## src/hdl/pdrm_pkg.sv

```systemverilog
// ----------------------------------------------------------------------------
// Descriptor ring manager package
// Shared field widths, event and status codes, and the request and result
// payload types for the packet descriptor ring manager.
// ----------------------------------------------------------------------------
package pdrm_pkg;

    // Field widths of the request and result payloads.
    localparam int FUNC_W   = 3;
    localparam int LEN_W    = 11;
    localparam int SIZE_W   = 16;
    localparam int PHY_W    = 16;
    localparam int STATUS_W = 2;
    localparam int SLOT_W   = 4;
    localparam int COUNT_W  = 5;

    // Bit of the PHY basic status word that reports link up.
    localparam int PHY_LINK_BIT = 2;

    typedef logic [FUNC_W-1:0]   func_t;
    typedef logic [STATUS_W-1:0] status_t;

    // Event codes.
    localparam func_t FUNC_TX_SUBMIT = 3'd0;
    localparam func_t FUNC_TX_DONE   = 3'd1;
    localparam func_t FUNC_RX_DONE   = 3'd2;
    localparam func_t FUNC_RX_READ   = 3'd3;
    localparam func_t FUNC_LINK      = 3'd4;

    // Transmit submit status codes.
    localparam status_t STATUS_OK         = 2'd0;
    localparam status_t STATUS_LINK_DOWN  = 2'd1;
    localparam status_t STATUS_QUEUE_FULL = 2'd2;

    typedef struct packed {
        func_t             func;
        logic [LEN_W-1:0]  length;
        logic [SIZE_W-1:0] buffer_size;
        logic [PHY_W-1:0]  phy_status;
    } req_t;

    typedef struct packed {
        status_t            status;
        logic               launch;
        logic [SLOT_W-1:0]  launch_slot;
        logic [LEN_W-1:0]   launch_length;
        logic [LEN_W-1:0]   read_length;
        logic [SLOT_W-1:0]  read_slot;
        logic [SLOT_W-1:0]  fill_slot;
        logic [COUNT_W-1:0] pending_count;
        logic [LEN_W-1:0]   head_length;
        logic               send_enabled;
    } rsp_t;

endpackage

```

## src/hdl/pdrm_req_if.sv

```systemverilog
// ----------------------------------------------------------------------------
// Descriptor ring manager request channel
// Valid/ready channel that carries one event request per handshake.
// ----------------------------------------------------------------------------
interface pdrm_req_if
    import pdrm_pkg::*;
();
    logic valid;
    logic ready;
    req_t data;

    modport source (output valid, output data, input ready);
    modport sink   (input valid, input data, output ready);
endinterface

```

## src/hdl/pdrm_rsp_if.sv

```systemverilog
// ----------------------------------------------------------------------------
// Descriptor ring manager result channel
// Valid/ready channel that carries one result per handshake.
// ----------------------------------------------------------------------------
interface pdrm_rsp_if
    import pdrm_pkg::*;
();
    logic valid;
    logic ready;
    rsp_t data;

    modport source (output valid, output data, input ready);
    modport sink   (input valid, input data, output ready);
endinterface

```

## src/hdl/packet_descriptor_ring_manager_top.sv

```systemverilog
// ----------------------------------------------------------------------------
// Packet descriptor ring manager
// Tracks transmit and receive descriptor rings of an Ethernet MAC by slot
// index and frame length.
// ----------------------------------------------------------------------------
// Usage:
// The req channel carries one event per request: transmit submit, transmit
// done, receive done, receive read or link change. Every request produces
// exactly one result on the rsp channel, in request order.
// A request is captured in an input register; the event logic then
// updates the ring pointers and length registers and loads the result
// register once the result register is free. One request is taken every
// cycle while the result channel does not stall; the event logic between
// the two registers is combinational.
// Reset clears all ring pointers and counts, disables transmit until a
// link change reports link up, and empties both registers.
// When the receiver stalls, the result register holds its result, one
// more request is kept in the input register, and ready then drops until
// the result is taken. Ring lengths are stored in small register files.
// ----------------------------------------------------------------------------
module packet_descriptor_ring_manager_top
    import pdrm_pkg::*;
#(
    parameter int TX_SLOTS = 4,
    parameter int RX_SLOTS = 4
)
(
    input  logic        clk,
    input  logic        rst_n,
    pdrm_req_if.sink    req,
    pdrm_rsp_if.source  rsp
);

    localparam int TX_IDX_W = $clog2(TX_SLOTS);
    localparam int TX_CNT_W = $clog2(TX_SLOTS + 1);
    localparam int RX_IDX_W = $clog2(RX_SLOTS);
    localparam int RX_CNT_W = $clog2(RX_SLOTS + 1);

    localparam logic [TX_IDX_W-1:0] TX_LAST  = TX_IDX_W'(TX_SLOTS - 1);
    localparam logic [TX_CNT_W-1:0] TX_FULL  = TX_CNT_W'(TX_SLOTS);
    localparam logic [RX_IDX_W-1:0] RX_LAST  = RX_IDX_W'(RX_SLOTS - 1);
    localparam logic [RX_CNT_W-1:0] RX_LIMIT = RX_CNT_W'(RX_SLOTS - 1);

    // Wrapping ring pointer increments.
    function automatic logic [TX_IDX_W-1:0] tx_inc(input logic [TX_IDX_W-1:0] p);
        return (p == TX_LAST) ? '0 : p + 1'b1;
    endfunction

    function automatic logic [RX_IDX_W-1:0] rx_inc(input logic [RX_IDX_W-1:0] p);
        return (p == RX_LAST) ? '0 : p + 1'b1;
    endfunction

    // Pipeline registers.
    logic in_valid_reg;
    req_t in_data_reg;
    logic out_valid_reg;
    rsp_t out_data_reg;
    rsp_t out_data_next;

    // Transmit ring state.
    logic [LEN_W-1:0]    tx_len_reg [TX_SLOTS];
    logic [TX_IDX_W-1:0] tx_wr_reg, tx_wr_next;
    logic [TX_IDX_W-1:0] tx_send_reg, tx_send_next;
    logic [TX_CNT_W-1:0] tx_queued_reg, tx_queued_next;
    logic                tx_len_we;
    logic                link_en_reg, link_en_next;

    // Receive ring state. The head register mirrors the length at the read
    // position whenever a frame is pending.
    logic [LEN_W-1:0]    rx_len_reg [RX_SLOTS];
    logic [RX_IDX_W-1:0] rx_fill_reg, rx_fill_next;
    logic [RX_IDX_W-1:0] rx_read_reg, rx_read_next;
    logic [RX_CNT_W-1:0] rx_pending_reg, rx_pending_next;
    logic [LEN_W-1:0]    rx_head_reg, rx_head_next;
    logic                rx_len_we;

    logic advance;

    // The event stage advances whenever the result register is free.
    assign advance   = in_valid_reg && (!out_valid_reg || rsp.ready);
    assign req.ready = !in_valid_reg || advance;
    assign rsp.valid = out_valid_reg;
    assign rsp.data  = out_data_reg;

    // Input and result valid flags.
    always_ff @(posedge clk or negedge rst_n)
    begin
        if (!rst_n)
        begin
            in_valid_reg  <= 1'b0;
            out_valid_reg <= 1'b0;
        end
        else
        begin
            if (req.ready)
            begin
                in_valid_reg <= req.valid;
            end
            if (advance)
            begin
                out_valid_reg <= 1'b1;
            end
            else if (rsp.ready)
            begin
                out_valid_reg <= 1'b0;
            end
        end
    end

    // Payload registers.
    always_ff @(posedge clk)
    begin
        if (req.valid && req.ready)
        begin
            in_data_reg <= req.data;
        end
        if (advance)
        begin
            out_data_reg <= out_data_next;
            rx_head_reg  <= rx_head_next;
        end
    end

    // Ring length register files.
    always_ff @(posedge clk)
    begin
        if (advance && tx_len_we)
        begin
            tx_len_reg[tx_wr_reg] <= in_data_reg.length;
        end
        if (advance && rx_len_we)
        begin
            rx_len_reg[rx_fill_reg] <= in_data_reg.length;
        end
    end

    // Ring pointers, counts and link enable.
    always_ff @(posedge clk or negedge rst_n)
    begin
        if (!rst_n)
        begin
            tx_wr_reg      <= '0;
            tx_send_reg    <= '0;
            tx_queued_reg  <= '0;
            link_en_reg    <= 1'b0;
            rx_fill_reg    <= '0;
            rx_read_reg    <= '0;
            rx_pending_reg <= '0;
        end
        else if (advance)
        begin
            tx_wr_reg      <= tx_wr_next;
            tx_send_reg    <= tx_send_next;
            tx_queued_reg  <= tx_queued_next;
            link_en_reg    <= link_en_next;
            rx_fill_reg    <= rx_fill_next;
            rx_read_reg    <= rx_read_next;
            rx_pending_reg <= rx_pending_next;
        end
    end

    // Event logic: next ring state and the result of the held request.
    always_comb
    begin
        tx_wr_next      = tx_wr_reg;
        tx_send_next    = tx_send_reg;
        tx_queued_next  = tx_queued_reg;
        link_en_next    = link_en_reg;
        rx_fill_next    = rx_fill_reg;
        rx_read_next    = rx_read_reg;
        rx_pending_next = rx_pending_reg;
        rx_head_next    = rx_head_reg;
        tx_len_we       = 1'b0;
        rx_len_we       = 1'b0;
        out_data_next   = '0;

        case (in_data_reg.func)
            FUNC_TX_SUBMIT:
            begin
                if (!link_en_reg)
                begin
                    out_data_next.status = STATUS_LINK_DOWN;
                end
                else if (tx_queued_reg == TX_FULL)
                begin
                    out_data_next.status = STATUS_QUEUE_FULL;
                end
                else
                begin
                    tx_len_we  = 1'b1;
                    tx_wr_next = tx_inc(tx_wr_reg);
                    if (tx_queued_reg == '0)
                    begin
                        // Empty queue: the new frame launches at once.
                        out_data_next.launch        = 1'b1;
                        out_data_next.launch_slot   = SLOT_W'(tx_wr_reg);
                        out_data_next.launch_length = in_data_reg.length;
                        tx_send_next                = tx_inc(tx_send_reg);
                    end
                    else
                    begin
                        tx_queued_next = tx_queued_reg + 1'b1;
                    end
                end
            end
            FUNC_TX_DONE:
            begin
                if (tx_queued_reg != '0)
                begin
                    out_data_next.launch        = 1'b1;
                    out_data_next.launch_slot   = SLOT_W'(tx_send_reg);
                    out_data_next.launch_length = tx_len_reg[tx_send_reg];
                    tx_send_next                = tx_inc(tx_send_reg);
                    tx_queued_next              = tx_queued_reg - 1'b1;
                end
            end
            FUNC_RX_DONE:
            begin
                // With one slot left the fill slot is overwritten in place.
                rx_len_we = 1'b1;
                if (rx_pending_reg < RX_LIMIT)
                begin
                    rx_pending_next = rx_pending_reg + 1'b1;
                    rx_fill_next    = rx_inc(rx_fill_reg);
                    if (rx_pending_reg == '0)
                    begin
                        rx_head_next = in_data_reg.length;
                    end
                end
            end
            FUNC_RX_READ:
            begin
                if (rx_pending_reg != '0)
                begin
                    if (SIZE_W'(rx_head_reg) < in_data_reg.buffer_size)
                    begin
                        out_data_next.read_length = rx_head_reg;
                    end
                    else
                    begin
                        out_data_next.read_length = in_data_reg.buffer_size[LEN_W-1:0];
                    end
                    out_data_next.read_slot = SLOT_W'(rx_read_reg);
                    rx_read_next            = rx_inc(rx_read_reg);
                    rx_pending_next         = rx_pending_reg - 1'b1;
                    rx_head_next            = rx_len_reg[rx_inc(rx_read_reg)];
                end
            end
            FUNC_LINK:
            begin
                link_en_next = in_data_reg.phy_status[PHY_LINK_BIT];
            end
            default:
            begin
                // Unknown events only report the current state.
            end
        endcase

        // Receive ring status after the event.
        out_data_next.fill_slot     = SLOT_W'(rx_fill_next);
        out_data_next.pending_count = COUNT_W'(rx_pending_next);
        out_data_next.head_length   = (rx_pending_next != '0) ? rx_head_next : '0;
        out_data_next.send_enabled  = link_en_next;
    end

endmodule

```

## src/flat_wrapper.sv

```systemverilog
// flat-port wrapper written by rule: the top's interface ports become plain ports
module packet_descriptor_ring_manager_top_flat import pdrm_pkg::*;
#(
    parameter int TX_SLOTS = 4,
    parameter int RX_SLOTS = 4
)
  (clk, rst_n, req_valid, req_data, req_ready, rsp_valid, rsp_data, rsp_ready);
  pdrm_req_if req_i ();
  pdrm_rsp_if rsp_i ();
  input  logic clk;
  input  logic rst_n;
  input wire logic [$bits(req_i.valid)-1:0] req_valid;
  input wire logic [$bits(req_i.data)-1:0] req_data;
  output wire logic [$bits(req_i.ready)-1:0] req_ready;
  output wire logic [$bits(rsp_i.valid)-1:0] rsp_valid;
  output wire logic [$bits(rsp_i.data)-1:0] rsp_data;
  input wire logic [$bits(rsp_i.ready)-1:0] rsp_ready;
  assign req_i.valid = req_valid;
  assign req_i.data = req_data;
  assign req_ready = req_i.ready;
  assign rsp_valid = rsp_i.valid;
  assign rsp_data = rsp_i.data;
  assign rsp_i.ready = rsp_ready;
  packet_descriptor_ring_manager_top #(.TX_SLOTS(TX_SLOTS), .RX_SLOTS(RX_SLOTS)) u_core (.clk(clk), .rst_n(rst_n), .req(req_i), .rsp(rsp_i));
endmodule
```

## config.mk

```make
export PLATFORM = sky130hd
export DESIGN_NAME = packet_descriptor_ring_manager_top_flat
export DESIGN_NICKNAME = d
export VERILOG_FILES = /design/src/hdl/pdrm_pkg.sv /design/src/hdl/pdrm_req_if.sv /design/src/hdl/pdrm_rsp_if.sv /design/src/hdl/packet_descriptor_ring_manager_top.sv /design/src/flat_wrapper.sv
export SDC_FILE = /design/constraint.sdc
export NUM_CORES = 1
export LEC_CHECK = 0
export ABC_CLOCK_PERIOD_IN_PS = 3600
export BUFFER_PORTS_ARGS = -buffer_cell sky130_fd_sc_hd__buf_2
export CORE_AREA = 2 2 118 131
export DETAILED_ROUTE_END_ITERATION = 10
export DIE_AREA = 0 0 120 133
export PLACE_DENSITY = 0.79
export SLEW_MARGIN = 0
export SYNTH_ARGS = -nofsm -noshare
export SYNTH_HDL_FRONTEND = slang
export SYNTH_SLANG_ARGS = --single-unit
```

## constraint.sdc

```tcl
create_clock -name clk -period 3.6 [get_ports clk]
set_clock_uncertainty 0.2 [all_clocks]
set_input_delay 0.36 -clock clk [delete_from_list [all_inputs] [get_ports clk]]
set_output_delay 0.36 -clock clk [all_outputs]
set_load 0.02 [all_outputs]
```

==> results of run 1 <==
## how the worst max path moves through the flow
| stage | end | slack (ns) | cells after the start | from |
|---|---|---|---|---|
| 4_1_cts | u_core.rsp.data[31] | 0.74 | 6 | u_core.rx_head_reg[7] |
| 3_5_place_dp | u_core.rsp.data[31] | 0.77 | 5 | u_core.rx_head_reg[6] |
| 3_3_place_gp | u_core.rsp.data[29] | 0.89 | 5 | u_core.rx_head_reg[6] |
| 2_1_floorplan | u_core.rx_fill_reg[0] | 0.29 | 5 | u_core.rsp.valid |
| 6_report | u_core.rsp.data[31] | 0.74 | 6 | u_core.rx_head_reg[7] |
| 5_1_grt | u_core.rsp.data[33] | 0.53 | 6 | u_core.rx_head_reg[7] |
## final cells by class
| cell class | count | area, um2 |
|---|---|---|
| multi-input combinational | 278 | 2330 |
| clock buffer | 17 | 425.4 |
| fill | 1001 | 4925 |
| inverter | 32 | 120.1 |
| sequential | 193 | 5710 |
| clock inverter | 15 | 203.9 |
| tap | 196 | 245.2 |
| timing repair buffer | 123 | 800.8 |
## kinds of logic after synthesis
family,count (synthesis),share of synthesized area
AND/OR/NAND/NOR,134,0.08795
multiplexers,41,0.08361
other,1,0.0004491
flip-flops,193,0.6838
AO/OA/AOI/OAI,66,0.06173
adder cells (fa/ha/maj),24,0.03686
XOR/XNOR,5,0.005244
buffers and inverters,64,0.04031
## placed cells by master (no fill, tap or decap), types with 3 or more instances in the layout
master,count
buf_4,8
o221ai_2,5
mux2i_1,12
nor3_1,5
clkbuf_16,17
nor4_1,3
mux4_2,22
buf_2,82
or3_1,3
o221ai_1,6
and4_1,11
conb_1,8
o21ai_0,9
a22o_1,13
xnor2_1,4
nor2_1,12
mux2_2,6
nand3_1,3
edfxtp_1,176
ha_1,23
inv_1,31
clkinv_4,4
nand2_1,52
inv_6,4
a21oi_1,19
dfrtp_1,17
bufinv_16,4
dlygate4sd3_1,33
and2_1,19
nand2b_1,6
and3_1,4
## per-layer routing
layer	global-route usage	part of all wire	up-vias
li1	-	-	2224
met1	0.2501	0.41	2306
met2	0.3554	0.52	152
met3	0.04957	0.050	29
met4	0.08235	0.020	0
met5	0	0	-
## through the flow
stage	worst slack, ns	std cells	hold WS [ns]	util
4_1_cts	0.7440	854	0.02809	0.6664
2_1_floorplan	0.2929	535	-0.1356	-
3_3_place_gp	0.8900	789	0.1150	0.6013
6_report	0.7388	854	0.04152	0.6664
5_1_grt	0.5283	854	0.04923	0.6664
3_5_place_dp	0.7693	789	0.1129	0.6013
## repair_timing
item,4_1_cts,5_1_grt
hold endpoints to repair,49,0
hold buffers,33,0
buffers inserted,0,0
## worst max-delay path: stages, from the launching register on
cell and delay [ns]:
edfxtp_1 0.45, ha_1 0.35, o21ai_0 0.11, o22ai_1 0.21, nor3_1 0.08, a211oi_2 0.97
mux2i_1 0.19
## power by group through the flow
stage | clock [mW] | combinational, mW | sequential [mW]
4_1_cts | 2.02 | 1.18 | 2.85
2_1_floorplan | 0 | 0.820 | 2.95
5_1_grt | 2.12 | 1.29 | 2.88
3_5_place_dp | 0 | 1.14 | 2.89
3_3_place_gp | 0 | 1.09 | 2.88
6_report | 1.99 | 1.17 | 2.85
==> flow_summary_export.csv, run 1 <==
group,metric,value,unit
status,status,"finished clean",
sta,fmax,0.3495,GHz
power_and_ir_drop,power.net_switching,1.622,mW
routing,drt-initial-drc-count,356,
global_route,grt_pass1_vias,4735,
setup_path,r2r_cells,6,
placed_design,gp_congestion,0.8421,
setup_path,r2r_setup_slack,0.74,ns
floorplanning,core,14760,um2
floorplanning,fp.dieH,133,um
synthesis,yosys.area.top_type,"edfxtp_1",
floorplanning,die_area,15960,um2
global_route,grt.overflow.total,0,
power_and_ir_drop,power,6.012,mW
routing,wire_per_inst,18.13,um
sta,rsz0062_at_grt,"no",
routing,antenna_left,0,
placed_design,hpwl,9974,um
floorplanning,initial_core_util,0.5657,
floorplanning,die_x,120,um
setup_path,critPathArrivalTime,2.81,ns
sta,worst_slew_pin_slew,1.166,ns
hold_path,hold_path_class,"input port to flip-flop",
placed_design,dpl-instance-area,8876,um2
sta,slew-limit-headroom,0.2214,
floorplanning,rows,47,
setup_path,timing.rr.start,"u_core.rx_head_reg[7]",
setup_path,critPathLaunchType,"flip-flop",
clock_tree,htree_levels,4,
setup_path,required,3.55,ns
clock_tree,clk_pin_slew,0.07,ns
clock_tree,root_buffer,"clkbuf_16",
routing,drt-pass1-iter-count,4,
global_route,antenna_found_initial,0,
layout,fin_nets,719,
clock_tree,clk_latency,0.44,ns
power_and_ir_drop,pwr-share-seq,0.474,
synthesis,async_flop_share,0.08808,
synthesis,synth_edf_count,176,
synthesis,synth_seq_area_share,0.6838,
routing,drcViolationCount,0,
setup_path,path_class,"flip-flop to flip-flop",
global_route,grtUsageTotal,0.2062,
synthesis,synth.avg_cell_area,15.82,um2
global_route,grt_first_pass_wirelength,24610,um
layout,largest_reg_flops,46,
synthesis,yosys_warnings,0,
synthesis,synth_area_leaders,"edfxtp_1 63%, mux4_2 5.9%, dfrtp_1 5.1%",
clock_tree,postCtsResizedCells,0,
layout,antenna_cells,0,
synthesis,synth.distinct_cells,58,
routing,via_per_inst,5.516,
synthesis,synth_top_area_frac,0.6329,
placed_design,io_buffers,82,
routing,dr_total_vias,4711,
power_and_ir_drop,p_leak,3.685,nW
clock_tree,cts_tree,"yes",
setup_path,critPathCaptureType,"flip-flop",
synthesis,netlist_top_cells_count,"176 x edfxtp_1, 52 x nand2_1, 32 x inv_1",
global_route,grt_max_degree,35,
sta,drv_slew,0,
sta,min_period_over_period,0.7948,
setup_path,cp_max_fo,11,
hold_path,whs_path_depth,3,
power_and_ir_drop,clkPwrFrac,0.332,
power_and_ir_drop,comb_power_share,0.194,
power_and_ir_drop,ir_drop,497.8,uV
synthesis,post-synth-top-count-cell,"edfxtp_1",
hold_path,hold_path_startpoint,"rsp_ready",
routing,routed_wl,15490,um
sta,hold_viol,0,
sta,layout_min_cycle_time,2.861,ns
layout,drive_gt1_frac,0.2584,
layout,fin_area,9836,um2
synthesis,synth_area,8351,um2
hold_path,worstHoldEndpoint,"u_core.in_valid_reg",
setup_path,rr_endpoint,"u_core.rsp.data[31]",
layout,syn_to_final_growth,17.79,%
clock_tree,cts.path.max_buffers,2,
power_and_ir_drop,internal_power,4.390,mW
synthesis,synthCells,528,
synthesis,ys_ff_latch,193,
clock_tree,cts.sinks,193,
run,drv_cap,0,
power_and_ir_drop,switching_share,0.2697,
clock_tree,numCtsBuffers,17,
synthesis,ys.flop_type,"edfxtp_1",
sta,setup_viol,0,
floorplanning,pin_count,106,
power_and_ir_drop,pwr_density_cell,611.2,nW/um2
sta,fin_setup_tns,0,ns
No activity file was read; power rests on OpenSTA's default activity.
==> run 2: changes to the inputs <==
--- a/config.mk
+++ b/config.mk
@@ -5,12 +5,12 @@
 export SDC_FILE = /design/constraint.sdc
 export NUM_CORES = 1
 export LEC_CHECK = 0
-export ABC_CLOCK_PERIOD_IN_PS = 3600
+export ABC_CLOCK_PERIOD_IN_PS = 2400
 export BUFFER_PORTS_ARGS = -buffer_cell sky130_fd_sc_hd__buf_2
-export CORE_AREA = 2 2 118 131
+export CORE_AREA = 2 2 124 138
 export DETAILED_ROUTE_END_ITERATION = 10
-export DIE_AREA = 0 0 120 133
-export PLACE_DENSITY = 0.79
+export DIE_AREA = 0 0 126 140
+export PLACE_DENSITY = 0.75
 export SLEW_MARGIN = 0
 export SYNTH_ARGS = -nofsm -noshare
 export SYNTH_HDL_FRONTEND = slang
==> constraint.sdc (replaced) <==
create_clock -name clk -period 2.4 [get_ports clk]
set_clock_uncertainty 0.2 [all_clocks]
set_input_delay 0.24 -clock clk [delete_from_list [all_inputs] [get_ports clk]]
set_output_delay 0.24 -clock clk [all_outputs]
set_load 0.02 [all_outputs]
==> run 2 against run 1 <==
Maximum frequency up 23%. Routed wire length up 4.9%. Sequential power increased by 49%. Non-clock buffer count rose by 27. Worst setup slack worse by 0.66 ns. Worst hold slack gained 0.022 ns. Utilization fell by 4.1 points. Sequential share of layout area decreased by 1.6 points. Clock-buffer cell count increased by 3. Register-to-register slack worse by 0.66 ns. Flip-flop and latch count unchanged. Cell count increased by 4.1%.
==> flow_summary_export.csv, run 2 (synthesized netlist as in run 1, its figures left out) <==
group,metric,value,unit
global_route,antenna_found_initial,0,
setup_path,path_class,"flip-flop to flip-flop",
clock_tree,numCtsBuffers,17,
layout,final_cell_mix,"176 x edfxtp_1, 82 x buf_2, 51 x nand2_1",
clock_tree,clk_latency,0.43,ns
setup_path,path_cells,"ha_1, nor2_2, buf_12, mux4_2, nand2_1, o221ai_1, and2_1",
setup_path,r2r_setup_slack,0.08,ns
floorplanning,core,16190,um2
routing,routed_wl,16250,um
sta,whs,0.06333,ns
sta,drv_slew,0,
setup_path,critPathLaunchType,"flip-flop",
power_and_ir_drop,pwr_density_cell,903.5,nW/um2
sta,setup_viol,0,
setup_path,critPathSlowestCell,"mux4_2",
global_route,grt.overflow.total,0,
routing,drt-pass1-iter-count,6,
layout,syn_to_final_growth,21.28,%
floorplanning,fp.dieH,140,um
global_route,grt_first_pass_wirelength,26430,um
layout,drive_gt1_frac,0.2905,
routing,antenna_left,0,
sta,fmax,0.4308,GHz
floorplanning,pin_count,106,
setup_path,required,2.39,ns
layout,final_common_cell,"edfxtp_1",
sta,layout_min_cycle_time,2.321,ns
setup_path,critPathArrivalTime,2.31,ns
sta,min_period_over_period,0.9672,
floorplanning,initial_core_util,0.5159,
layout,largest_reg_flops,46,
sta,rsz0062_at_grt,"no",
power_and_ir_drop,p_leak,3.819,nW
sta,fin_setup_tns,0,ns
sta,slew-limit-headroom,0.5683,
status,status,"finished clean",
power_and_ir_drop,ir_drop,504.8,uV
placed_design,hpwl,10820,um
floorplanning,die_area,17640,um2
clock_tree,cts.sinks,193,
setup_path,cp_max_fo,12,
clock_tree,cts_tree,"yes",
clock_tree,htree_levels,4,
setup_path,crit_family,"multiplexers",
floorplanning,die_x,126,um
global_route,grt_max_degree,42,
sta,hold_viol,0,
setup_path,slowest_delay,0.52,ns
hold_path,hold_path_class,"input port to async pin",
layout,fin_area,10130,um2
floorplanning,rows,49,
routing,via_per_inst,5.547,
global_route,grtUsageTotal,0.1938,
clock_tree,cts.path.max_buffers,2,
sta,worst_slew_pin_slew,0.6476,ns
clock_tree,root_buffer,"clkbuf_16",
power_and_ir_drop,power,9.150,mW
global_route,grt_pass1_vias,5017,
setup_path,path_buf_inv,1,
routing,drcViolationCount,0,
setup_path,critPathCaptureType,"flip-flop",
layout,antenna_cells,0,
layout,fin_nets,746,
routing,drt-initial-drc-count,408,
run,drv_cap,0,
layout,finish.utilization,0.6257,
placed_design,gp_congestion,0.8260,
routing,wire_per_inst,18.28,um
placed_design,dpl-instance-area,9104,um2
layout,fill_cells,1110,
placed_design,io_buffers,82,
clock_tree,clk_pin_slew,0.07,ns
routing,dr_total_vias,4931,
-- run 2: changes by cell type in the layout (fill, tap and decap cells not counted), moves of 3 or more --
| cell | before | now |
|---|---|---|
| buf_12 | 0 | 4 |
| clkinvlp_4 | 0 | 3 |
| buf_4 | 8 | 29 |
| clkinv_4 | 4 | 0 |
-- run 2: cell type report --
type,count,area (um2),area share
Clock buffer,20,446.7,0.04411
Clock inverter,12,170.2,0.01680
Inverter,32,120.1,0.01186
Multi-Input combinational cell,278,2364,0.2334
Sequential cell,193,5713,0.5641
Tap cell,204,255.2,0.02520
Timing Repair Buffer,150,1059,0.1045
-- run 2: per-layer routing --
metal  wire length [um]  up-vias  global-route usage  share of wire
met5                  0        -                   0              0
met4                386        0             0.07519          0.024
met3                758       30             0.04049          0.047
met2               8280      178              0.3288           0.51
met1               6824     2456              0.2461           0.42
li1                   -     2267                   -              -
-- run 2: metrics by stage --
step | setup WS (ns) | std cells
2_1_floorplan | 0.04066 | 535
3_3_place_gp | -0.1883 | 821
3_5_place_dp | -0.3192 | 821
4_1_cts | 0.05844 | 889
5_1_grt | 0.003045 | 889
6_report | 0.07866 | 889
-- run 2: path summary, 6_finish.rpt --
kind | from | endpoint | cells after the start
min | rst_n | u_core.in_valid_reg | 2
min reg2reg | u_core.tx_queued_reg[2] | u_core.tx_queued_reg[2] | 1
max | u_core.rx_read_reg[0] | u_core.rsp.data[6] | 7
min in group clk | req_data[42] | u_core.in_data_reg[42] | 2
max in group asynchronous | rst_n | u_core.rx_pending_reg[1] | 2
max reg2reg | u_core.rx_read_reg[0] | u_core.rsp.data[6] | 7
-- run 2: power breakdown --
group	internal, mW	switching [mW]	leakage, nW
registers	4.03	0.223	1.85
logic	0.900	1.03	1.68
clock network	1.70	1.27	0.292
-- run 2: what timing repair did --
action / CTS / global route
hold endpoints to repair: 50 / 0
gates resized for setup: 1 / 7
buffers inserted: 1 / 0
hold buffers: 35 / 0
gates cloned: 0 / 0
endpoints found under the setup margin: 11 / 24
pin swaps: 1 / 0
==> run 3: changes to the inputs <==
--- a/config.mk
+++ b/config.mk
@@ -7,10 +7,10 @@
 export LEC_CHECK = 0
 export ABC_CLOCK_PERIOD_IN_PS = 2400
 export BUFFER_PORTS_ARGS = -buffer_cell sky130_fd_sc_hd__buf_2
-export CORE_AREA = 2 2 124 138
+export CORE_AREA = 2 2 130 132
 export DETAILED_ROUTE_END_ITERATION = 10
-export DIE_AREA = 0 0 126 140
-export PLACE_DENSITY = 0.75
+export DIE_AREA = 0 0 132 134
+export PLACE_DENSITY_LB_ADDON = 0.3
 export SLEW_MARGIN = 0
 export SYNTH_ARGS = -nofsm -noshare
 export SYNTH_HDL_FRONTEND = slang
==> run 3 against run 2 <==
Via count is 4.2% lower. Clock power decreased by 8.1%. Clock-buffer cell count is 3 lower. Register-to-register slack improved by 0.04 ns. Non-clock buffer count decreased by 8. Critical path depth unchanged. Sequential power is essentially flat. Flip-flop and latch count did not move. Global-route usage decreased by 1.4 points. Total power shrank 2.4%. Worst hold slack better by 0.021 ns. Largest cell class unchanged. Highest routed layer unchanged.
==> flow_summary_export.csv, run 3 (synthesized netlist as in run 1, its figures left out) <==
group,metric,value,unit
global_route,grt_pass1_vias,4822,
setup_path,required,2.39,ns
floorplanning,pin_count,106,
routing,routed_wl,15300,um
setup_path,critPathSlowestCell,"mux4_2",
setup_path,slowest_delay,0.51,ns
setup_path,path_cells,"ha_2, nor2_4, buf_12, mux4_2, nand2_1, o221ai_1, and2_1",
setup_path,critPathCaptureType,"flip-flop",
routing,dr_total_vias,4726,
setup_path,critPathArrivalTime,2.27,ns
layout,antenna_cells,0,
routing,drcViolationCount,0,
sta,min_period_over_period,0.9519,
global_route,antenna_found_initial,0,
clock_tree,cts_tree,"yes",
sta,fmax,0.4377,GHz
routing,drt-initial-drc-count,311,
clock_tree,cts_setup_buffers,0,
layout,final_cell_mix,"176 x edfxtp_1, 82 x buf_2, 51 x nand2_1",
global_route,grtUsageTotal,0.1795,
hold_path,hold_path_class,"input port to async pin",
layout,drive_gt1_frac,0.2806,
sta,rsz0062_at_grt,"no",
floorplanning,die_area,17690,um2
setup_path,cp_max_fo,6,
layout,syn_to_final_growth,20.90,%
global_route,grt_first_pass_wirelength,24580,um
routing,drt-pass1-iter-count,4,
floorplanning,core,16290,um2
power_and_ir_drop,p_leak,3.783,nW
setup_path,crit_start,"u_core.rx_read_reg[0]",
sta,worst_slew_pin_slew,0.5823,ns
layout,final_common_cell,"edfxtp_1",
power_and_ir_drop,ir_drop,608.9,uV
routing,via_per_inst,5.269,
sta,setup_viol,0,
clock_tree,htree_levels,4,
sta,drv_slew,0,
setup_path,critPathLaunchType,"flip-flop",
routing,antenna_left,0,
global_route,grt_max_degree,35,
clock_tree,root_buffer,"clkbuf_16",
clock_tree,cts.sinks,193,
sta,whs,0.08386,ns
layout,fin_area,10100,um2
status,status,"finished clean",
placed_design,hpwl,10070,um
placed_design,io_buffers,82,
clock_tree,clk_latency,0.43,ns
global_route,grt.overflow.total,0,
sta,hold_viol,0,
clock_tree,cts.path.max_buffers,2,
layout,fin_nets,738,
floorplanning,rows,47,
run,drv_cap,0,
setup_path,timing.rr.start,"u_core.rx_read_reg[0]",
sta,fin_setup_tns,0,ns
sta,slew-limit-headroom,0.6118,
floorplanning,initial_core_util,0.5126,
placed_design,gp_congestion,0.8113,
layout,largest_reg_flops,46,
clock_tree,numCtsBuffers,17,
routing,wire_per_inst,17.06,um
setup_path,path_class,"flip-flop to flip-flop",
placed_design,dpl-instance-area,9114,um2
floorplanning,fp.dieH,134,um
clock_tree,clk_pin_slew,0.07,ns
sta,layout_min_cycle_time,2.285,ns
floorplanning,die_x,132,um
power_and_ir_drop,pwr_density_cell,884.8,nW/um2
==> run 3: metrics by stage <==
| stage | std cells | setup WS [ns] | utilization | power [mW] |
|---|---|---|---|---|
| 6_report | 897 | 0.1153 | 0.6198 | 8.933 |
| 3_3_place_gp | 829 | 0.1637 | 0.5595 | 6.034 |
| 3_5_place_dp | 829 | 0.09424 | 0.5595 | 6.105 |
| 4_1_cts | 896 | 0.07488 | 0.6165 | 8.875 |
| 5_1_grt | 897 | 0.01199 | 0.6198 | 9.365 |
| 2_1_floorplan | 535 | 0.04066 | - | 5.645 |
==> run 3: where the power goes <==
part	leakage [nW]	internal, mW	switching [mW]
logic	1.65	0.933	1.01
registers	1.85	4.03	0.223
clock network	0.281	1.46	1.27
total	3.78	6.43	2.50
==> run 3: what timing repair did <==
item                                   4_1_cts  5_1_grt
hold buffers                                35        0
gates resized for setup                      0        7
endpoints found under the hold margin       50        0
setup endpoints to repair                    0        8
==> run 3: critical path: cells and delay by family, from the launching register on <==
| family | cells | cell delay [ns] |
|---|---|---|
| fa+ha+maj | 1 | 0.21 |
| compound gates | 1 | 0.12 |
| simple gates | 3 | 0.41 |
| mux | 1 | 0.51 |
| flops | 1 | 0.44 |
| buf+inv | 1 | 0.15 |
==> run 3: path summary, 6_finish.rpt <==
check / to / slack, ns / depth (start not counted)
min in group clk: u_core.in_data_reg[33] / 0.31 / 2
worst max-delay path: u_core.rsp.data[6] / 0.12 / 7
worst max register to register: u_core.rsp.data[6] / 0.12 / 7
worst min register to register: u_core.rx_read_reg[1] / 0.34 / 1
max in group asynchronous: u_core.rx_pending_reg[1] / 1.58 / 2
worst min-delay path: u_core.tx_wr_reg[0] / 0.08 / 2
==> run 3: area by class of cell <==
class,instances,area (um2)
clock buffers,17,425.4
clock inverters,15,152.6
inverters,32,120.1
multi-input cells,278,2356
repair buffers,142,1054
well taps,220,275.3
fillers,1159,6193
flip-flops and latches,193,5713
==> run 3: metal layers <==
metal  routed length [um]  GRT usage  vias up
met5                    0          0        -
met2                 7754     0.3041      126
met3                  580    0.04006       22
met4                  266    0.06582        0
met1                 6700     0.2292     2317
li1                     -          -     2261
